`src/gle_pkg.sv`:
```
// Shared constants, command/status types and helper functions of the GIF LZW encoder.
package gle_pkg;

    localparam int HASH_SIZE_DEF  = 5003;
    localparam int MAX_BITS_DEF   = 12;
    localparam int CODE_W_MAX     = 12;
    localparam int PIX_W          = 8;
    localparam int SIZE_W         = 4;
    localparam int WIDTH_W        = 4;
    localparam int MIN_SIZE_LO    = 2;
    localparam int MIN_SIZE_HI    = 8;
    localparam int MIN_SIZE_RST   = 8;
    localparam int BYTE_W         = 8;

    // APB register map
    localparam int APB_DW         = 32;
    localparam int APB_AW         = 3;
    localparam logic REG_MIN_CODE_SIZE = 1'b0;

    // Command to the bit packer
    typedef struct packed {
        logic                  send;
        logic                  end_item;
        logic                  last;
        logic [CODE_W_MAX-1:0] code;
        logic [WIDTH_W-1:0]    width;
    } pk_cmd_t;

    // Command to the hash table unit
    typedef struct packed {
        logic                  start;
        logic                  insert;
        logic                  clear;
        logic [PIX_W-1:0]      pixel;
        logic [CODE_W_MAX-1:0] prefix;
        logic [CODE_W_MAX-1:0] code;
    } ht_cmd_t;

    // Status of the hash table unit
    typedef struct packed {
        logic                  busy;
        logic                  hit;
        logic                  slot;
        logic [CODE_W_MAX-1:0] code;
    } ht_stat_t;

    // Left shift of the pixel in the first hash index (elaboration only)
    function automatic int hash_shift(input int hs);
        int f;
        int s;
        f = hs;
        s = 0;
        while (f < 65536) begin
            f = f * 2;
            s = s + 1;
        end
        return (s > 8) ? 0 : 8 - s;
    endfunction

    // Highest code before the width grows
    function automatic logic [CODE_W_MAX:0] limit_for(input logic [WIDTH_W-1:0] w,
                                                      input int max_bits);
        logic [CODE_W_MAX:0] one;
        one = (CODE_W_MAX+1)'(1);
        if (int'(w) >= max_bits)
            return one << max_bits;
        return (one << w) - one;
    endfunction

endpackage

```
`src/gle_intf.sv`:
```


interface gle_byte_if;
    logic                       valid;
    logic                       ready;
    logic [gle_pkg::BYTE_W-1:0] out_byte;
    logic                       run_end;
    logic                       stream_end;

    modport source (output valid, out_byte, run_end, stream_end, input ready);
    modport sink   (input valid, out_byte, run_end, stream_end, output ready);
endinterface

```
`src/gle_bit_packer.sv`:
```
// Bit packer: gathers variable-width codes LSB first and sends bytes, marking item and stream ends.
module gle_bit_packer #(
    parameter int MAX_CODE_BITS = gle_pkg::MAX_BITS_DEF
) (
    input  logic             clk,
    input  logic             rst_n,
    input  gle_pkg::pk_cmd_t cmd,
    output logic             idle,
    gle_byte_if.source       obyte
);

    localparam int ACC_W = MAX_CODE_BITS + 7;
    localparam int CNT_W = $clog2(MAX_CODE_BITS + 8);
    localparam logic [CNT_W-1:0] EIGHT = CNT_W'(8);

    localparam logic [1:0] P_IDLE  = 2'd0;
    localparam logic [1:0] P_DRAIN = 2'd1;
    localparam logic [1:0] P_FLUSH = 2'd2;
    localparam logic [1:0] P_FIN   = 2'd3;

    logic [1:0]        state_reg, state_next;
    logic [ACC_W-1:0]  acc_reg, acc_next;
    logic [CNT_W-1:0]  cnt_reg, cnt_next;
    logic              last_reg, last_next;
    logic              st_v_reg, st_v_next;
    logic [7:0]        st_byte_reg, st_byte_next;
    logic              ov_reg, ov_next;
    logic [7:0]        ob_reg, ob_next;
    logic              re_reg, re_next;
    logic              se_reg, se_next;

    logic                       out_free, can_step, do_step;
    logic [gle_pkg::CODE_W_MAX:0] cmask;
    logic [gle_pkg::CODE_W_MAX:0] masked;

    assign out_free = !ov_reg || obyte.ready;
    assign can_step = !st_v_reg || out_free;
    assign cmask    = ((gle_pkg::CODE_W_MAX+1)'(1) << cmd.width) - (gle_pkg::CODE_W_MAX+1)'(1);
    assign masked   = {1'b0, cmd.code} & cmask;

    always_comb
    begin
        state_next   = state_reg;
        acc_next     = acc_reg;
        cnt_next     = cnt_reg;
        last_next    = last_reg;
        st_v_next    = st_v_reg;
        st_byte_next = st_byte_reg;
        ov_next      = ov_reg;
        ob_next      = ob_reg;
        re_next      = re_reg;
        se_next      = se_reg;
        do_step      = 1'b0;

        // output register drains when taken
        if (ov_reg && obyte.ready)
        begin
            ov_next = 1'b0;
        end

        unique case (state_reg)
            P_IDLE:
            begin
                if (cmd.send)
                begin
                    acc_next   = acc_reg | (ACC_W'(masked) << cnt_reg);
                    cnt_next   = cnt_reg + CNT_W'(cmd.width);
                    state_next = P_DRAIN;
                end
                else if (cmd.end_item)
                begin
                    last_next  = cmd.last;
                    state_next = cmd.last ? P_FLUSH : P_FIN;
                end
            end
            P_DRAIN:
            begin
                if (cnt_reg < EIGHT)
                begin
                    state_next = P_IDLE;
                end
                else if (can_step)
                begin
                    do_step = 1'b1;
                end
            end
            P_FLUSH:
            begin
                if (cnt_reg == '0)
                begin
                    acc_next   = '0;
                    state_next = P_FIN;
                end
                else if (can_step)
                begin
                    do_step = 1'b1;
                end
            end
            P_FIN:
            begin
                if (!st_v_reg)
                begin
                    state_next = P_IDLE;
                end
                else if (out_free)
                begin
                    ov_next    = 1'b1;
                    ob_next    = st_byte_reg;
                    re_next    = 1'b1;
                    se_next    = last_reg;
                    st_v_next  = 1'b0;
                    state_next = P_IDLE;
                end
            end
            default:
            begin
                state_next = P_IDLE;
            end
        endcase

        // one byte out of the accumulator into the staging slot
        if (do_step)
        begin
            if (st_v_reg)
            begin
                ov_next = 1'b1;
                ob_next = st_byte_reg;
                re_next = 1'b0;
                se_next = 1'b0;
            end
            st_v_next    = 1'b1;
            st_byte_next = acc_reg[7:0];
            acc_next     = acc_reg >> 8;
            cnt_next     = (cnt_reg > EIGHT) ? cnt_reg - EIGHT : '0;
        end
    end

    always_ff @(posedge clk or negedge rst_n)
    begin
        if (!rst_n)
        begin
            state_reg <= P_IDLE;
            acc_reg   <= '0;
            cnt_reg   <= '0;
            st_v_reg  <= 1'b0;
            ov_reg    <= 1'b0;
        end
        else
        begin
            state_reg <= state_next;
            acc_reg   <= acc_next;
            cnt_reg   <= cnt_next;
            st_v_reg  <= st_v_next;
            ov_reg    <= ov_next;
        end
    end

    always_ff @(posedge clk)
    begin
        last_reg    <= last_next;
        st_byte_reg <= st_byte_next;
        ob_reg      <= ob_next;
        re_reg      <= re_next;
        se_reg      <= se_next;
    end

    assign idle             = (state_reg == P_IDLE);
    assign obyte.valid      = ov_reg;
    assign obyte.out_byte   = ob_reg;
    assign obyte.run_end    = re_reg;
    assign obyte.stream_end = se_reg;

endmodule

```
`src/flat_wrapper.sv`:
```
// flat-port wrapper written by rule: the top's interface ports become plain ports
module gle_bit_packer_flat 
#(
    parameter int MAX_CODE_BITS = gle_pkg::MAX_BITS_DEF
)
  (clk, rst_n, cmd, idle, obyte_valid, obyte_out_byte, obyte_run_end, obyte_stream_end, obyte_ready);
  gle_byte_if obyte_i ();
  input  logic clk;
  input  logic rst_n;
  input  gle_pkg::pk_cmd_t cmd;
  output logic idle;
  output wire logic [$bits(obyte_i.valid)-1:0] obyte_valid;
  output wire logic [$bits(obyte_i.out_byte)-1:0] obyte_out_byte;
  output wire logic [$bits(obyte_i.run_end)-1:0] obyte_run_end;
  output wire logic [$bits(obyte_i.stream_end)-1:0] obyte_stream_end;
  input wire logic [$bits(obyte_i.ready)-1:0] obyte_ready;
  assign obyte_valid = obyte_i.valid;
  assign obyte_out_byte = obyte_i.out_byte;
  assign obyte_run_end = obyte_i.run_end;
  assign obyte_stream_end = obyte_i.stream_end;
  assign obyte_i.ready = obyte_ready;
  gle_bit_packer #(.MAX_CODE_BITS(MAX_CODE_BITS)) u_core (.clk(clk), .rst_n(rst_n), .cmd(cmd), .idle(idle), .obyte(obyte_i));
endmodule
```
`config.mk`:
```
export PLATFORM = sky130hd
export DESIGN_NAME = gle_bit_packer_flat
export DESIGN_NICKNAME = d
export VERILOG_FILES = /design/src/gle_pkg.sv /design/src/gle_intf.sv /design/src/gle_bit_packer.sv /design/src/flat_wrapper.sv
export SDC_FILE = /design/constraint.sdc
export NUM_CORES = 1
export LEC_CHECK = 0
export BUFFER_PORTS_ARGS = -buffer_cell sky130_fd_sc_hd__buf_4
export CORE_MARGIN = 4
export CORE_UTILIZATION = 30
export CTS_CLUSTER_DIAMETER = 150
export DETAILED_ROUTE_END_ITERATION = 6
export PLACE_DENSITY = 0.54
export SYNTH_ARGS = -nofsm -noshare
export SYNTH_HDL_FRONTEND = slang
export SYNTH_SLANG_ARGS = --single-unit
```
`constraint.sdc`:
```
create_clock -name clk -period 2.5 [get_ports clk]
set_input_delay 0.375 -clock clk [delete_from_list [all_inputs] [get_ports clk]]
set_output_delay 0.375 -clock clk [all_outputs]
set_load 0.05 [all_outputs]
```
# --- Word-level counts from Yosys, hierarchy flattened ---
# Index checks and enable logic that the tools add are counted.
classes:
  eq_ne: 9
  n_lt_le_gt_ge: 2
  reduce_logical: 15
  muxes: 45
  n_addsub: 3
  bitwise: 3
  shift: 2
ops:
  columns: ["cell", "count"]
  rows:
  - ["$mux 19", 3]
  - ["$mux 8", 5]
  - ["$pmux 19 s2", 1]
  - ["$mux 1", 24]
  - ["$mux 5", 4]
  - ["$or 19x19->19", 1]
  - ["$shl 13x5->19", 1]
  - ["$and 12x13->13", 1]
  - ["$shl 1x4->13 const A", 1]
  - ["$sub 13x2->13 const B", 1]
  - ["$mux 2", 6]
  - ["$pmux 2 s4", 1]
  - ["$ne 3x3->1 const B", 2]
  - ["$reduce_and 3->1", 2]
  - ["$reduce_bool 2->1", 3]
  - ["$add 5x4->5", 1]
  - ["$gt 5x4->1 const B", 1]
  - ["$logic_not 5->1", 1]
  - ["$lt 5x4->1 const B", 1]
  - ["$sub 5x4->5 const B", 1]
  - ["$eq 2x2->1 const B", 2]
  - ["$ne 2x1->1 const B", 2]
  - ["$reduce_and 4->1", 1]
  - ["$ne 3x1->1 const B", 1]
  - ["other kinds (10)", 12]
word_totals:
  input_bits: 22
  elab_cells: 89
  regBits: 47
  output_inout_bits: 12

# --- Depth between registers and ports, before layout ---
depth:
  depth_word: 8
  mapped_depth: 12
  ltp_nobuf: 9

# --- Least setup slack after synthesis ---
# No wires, ideal clock.
synth_path:
  kind: "input-to-reg"
  from: "in cmd[3] (netlist name)"
  to: "reg u_core.acc_reg[13]"
  path_slack_ps: -332
  t_required_ps: 2378
  cell_stages: 11
  path_buffers: 3
  t_arrival_ps: 2710
  setup_ps: 122
  cell_sequence: "buf_4 > buf_6 > or4_1 > ha_1 > buf_4 > and2_1 > o211ai_2 > a31oi_1 > mux2_2 > a221o_1 > a32o_1"
synth_via:
  elab_chain_cells: 8
synth_lines:
  columns: ["element", "line_no", "rtl"]
  rows:
  - ["start, declared", "flat_wrapper.sv:10", "input gle_pkg::pk_cmd_t cmd;"]
  - ["$shl 1x4->13", "gle_bit_packer.sv:38", "assign cmask = ((gle_pkg::CODE_W_MAX+1)'(1) << cmd.width) - (gle_pkg::CODE_W_MAX+1)'(1);"]
  - ["$sub 13x2->13", "gle_bit_packer.sv:38", null]
  - ["$and 12x13->13", "gle_bit_packer.sv:39", "assign masked = {1'b0, cmd.code} & cmask;"]
  - ["$shl 13x5->19", "gle_bit_packer.sv:66", "acc_next = acc_reg | (ACC_W'(masked) << cnt_reg);"]
  - ["$or 19x19->19", "gle_bit_packer.sv:66", null]
  - ["$mux 19", "gle_bit_packer.sv:64", "if (cmd.send)"]
  - ["$pmux 19 s2", "gle_bit_packer.sv:61", "unique case (state_reg)"]
  - ["$mux 19", "gle_bit_packer.sv:122", "if (do_step)"]
  - ["end signal, assigned", "gle_bit_packer.sv:151", "acc_reg <= acc_next;"]
  - ["end, declared", "gle_bit_packer.sv:22", "logic [ACC_W-1:0] acc_reg, acc_next;"]
# Every way passes these cells. The select of a mux whose other input is x is not followed.
# A chain may end at the register's enable or synchronous reset.

# --- Worst setup path in the final report ---
layout_path:
  from: "in cmd[1] (netlist name)"
  to: "reg u_core.acc_reg[14]"
# Same word-level chain as after synthesis.

==> flow_summary.toml <==
[synthesis]
ys_seq_area_share_pct = 37.2
synth_commonest_cells = "nand2_1 (31), dfrtp_1 (28), edfxtp_1 (19), nor2_1 (19), a21oi_1 (15)"
synth.area.top_cells = "dfrtp_1 (21%), edfxtp_1 (17%), nand2_1 (3.4%), ha_1 (3.3%), and2_1 (2.6%)"
synth-async-reset-ratio_pct = 59.6
synth-seq-cells = 47
synth_cell_types = 78
syn_inst = 351
yosys.area.top_type_share_pct = 20.5
syn_avg_cell_area_um2 = 9.72
synth_ff_type = "dfrtp_1"
synth_area_mm2 = 0.00341
yosys.area.top_type = "dfrtp_1"
synth_most_common_cell = "nand2_1"
synth_nets = 383
synth_edf_count = 19
ys.warnings.count = 0

[global_route]
gr-usage-met2_pct = 21.1
antenna_found_initial = 0
gr-usage-met1_pct = 20.4
grt_max_degree = 34
grt_pass1_vias = 2872
grt_overflow_total = 0
use_met3_pct = 1.48
grt_usage_pct = 13.5
busiest_layer = "met2"
grt_pass1_wl_um = 14600

[sta]
fin_ws_ns = 0.0670
fmax_ghz = 0.411
final_hold_viol_count = 0
worst_slew_pin_slew_ns = 0.569
period_share_pct = 97.3
finalCriticalPeriod_ns = 2.43
rsz0062_at_grt = "no"
setup_violations = 0
fin_skew_ns = 0.00819
slew_headroom_pct = 62.1
report.final.slew_viol_count = 0

[critical_path]
required_ns = 2.67
crit_path_top_delay_cell = "or4_4"
path_buf_inv = 3
worstPathArrival_ns = 2.60
r2r-start = "u_core.state_reg[0]"
r2r_slack_ns = 0.21
worstSetupStartpointType = "input pin"
r2r_end = "u_core.cnt_reg[4]"
cp-end-kind = "register"
critPathKind = "input pin to register"
cp_cell_sequence = "buf_4, or4_4, ha_4, buf_2, buf_4, and3_4, or2_1, a311o_1, a311oi_2, o41ai_2"
crit_family = "simple AND/OR/NAND/NOR gates"
critPathMaxStageDelay_ns = 0.54
reg2reg_depth = 9
worst-path-max-fanout = 7
crit_top_cell = "buf_4"

[finish]
num-fill-cells = 1114
syn_to_final_growth_pct = 21.3
fin_nets = 430
finish.utilization_pct = 37.7
drive_gt1_share_pct = 28.8
final_area_mm2 = 0.00414
diodes = 0

[clock_tree]
numCtsBuffers = 5
cts_hold_buf = 0
htree_num_levels = 2
cts.sinks = 47
ctsRootBufferMaster = "clkbuf_16"
cts_tree = "built"
clockBufferDepth = 2
clkLatencyLatePin_ns = 0.29
clk_transition_reported_paths_ns = 0.07

[power]
power_density_mw_per_mm2 = 1190
leakagePower_nw = 1.74
power_mw = 4.91
ir_worst_vdd_mv = 0.589

[floorplanning]
fp.dieH_um = 115
die-area_mm2 = 0.0131
start_util_pct = 31.1
io_pins = 34
die_w_um = 115
coreArea_mm2 = 0.0110
fp-row-count = 38

[detailed_routing]
drt_iter0_markers = 222
routed_wl_um = 8780
vias = 2928
wl_per_cell_um = 16.3
via_per_inst = 5.43
drt_first_pass_iters = 4
route.detailed.drc = 0
ant_nets = 0

[flow_run]
cap_violations = 0

[placement]
hpwl_um = 6490
pre_cts_ws_ns = -0.250
port_buffers = 33
place_area_mm2 = 0.00388
gp_congestion = 0.860

[hold_path]
hp-class = "input pin to asynchronous set/reset pin"

[run_status]
status = "finished clean"
[how the worst max path moves through the flow]
stage	start	endpoint	slack (ns)	cells after the start
after floorplan	cmd[2]	u_core.acc_reg[13]	-0.27	11
after global placement	cmd[1]	u_core.acc_reg[16]	-0.19	9
after detailed placement	cmd[1]	u_core.acc_reg[16]	-0.25	9
after CTS	cmd[1]	u_core.acc_reg[8]	0.05	9
after global routing	cmd[1]	u_core.acc_reg[13]	0.005	10
final	cmd[1]	u_core.acc_reg[14]	0.07	10
[routing by layer]
layer / part of all wire, % / up-vias
met2: 46 / 78
met1: 49 / 1418
met3: 4.6 / 2
met5: 0 / -
met4: 0.47 / 0
li1: - / 1430
[cells by family (layout without fill, tap and decap cells)]
group	Yosys count	count (layout)	synth area share [%]
flip-flops	47	47	37.2
multiplexers	9	9	3.04
AO/OA/AOI/OAI	124	124	29.0
XOR/XNOR	3	3	0.770
AND/OR/NAND/NOR	118	118	18.5
adder cells (fa/ha/maj)	11	11	4.18
buffers and inverters	39	87	7.26
[stage by stage]
step	TNS [ns]	hold slack, ns	std cells
finish	0	0.00634	539
global route	0	0.0372	539
CTS	0	0.0192	535
detailed placement	-2.70	0.322	527
global placement	-2.04	0.323	527
floorplan	-2.31	0.0794	351
[repair_timing]
| action | 4_1_cts | 5_1_grt |
|---|---|---|
| endpoints found under the hold margin | 0 | 0 |
| setup endpoints to repair | 0 | 11 |
| gates resized for setup | 0 | 12 |
| buffers inserted | 0 | 4 |
[cell type report]
type                       instances  area (µm²)  area share, %
clock buffer                       5         125           3.02
clock inverter                     3        46.3           1.12
inverter                          14        52.6           1.27
multi-input combinational        265        1970           47.6
sequential                        47        1270           30.7
tap                              140         175           4.23
timing repair buffer              65         498           12.0
[cells in the final DEF (no fill, tap or decap), types with 5 or more instances in the layout]
| cell | n |
|---|---|
| dfrtp_1 | 28 |
| buf_4 | 63 |
| o21ai_0 | 11 |
| inv_1 | 12 |
| and3_1 | 8 |
| ha_1 | 8 |
| edfxtp_1 | 19 |
| o21a_1 | 6 |
| nor2_1 | 19 |
| nand3_1 | 10 |
| a221o_1 | 6 |
| a22o_1 | 5 |
| and2_1 | 13 |
| a21o_1 | 7 |
| nand2_1 | 30 |
| o21ai_1 | 6 |
| a21oi_1 | 15 |
| a22oi_1 | 7 |
| clkbuf_16 | 5 |
| o211ai_1 | 6 |
| mux2i_1 | 6 |
| nor3_1 | 6 |
[power by group]
part	internal [mW]	switching, mW	total (mW)
Combinational	1.09	1.73	2.81
Sequential	1.17	0.158	1.33
Clock	0.475	0.291	0.767
Total	2.74	2.18	4.91
No activity file was read; power rests on OpenSTA's default activity.
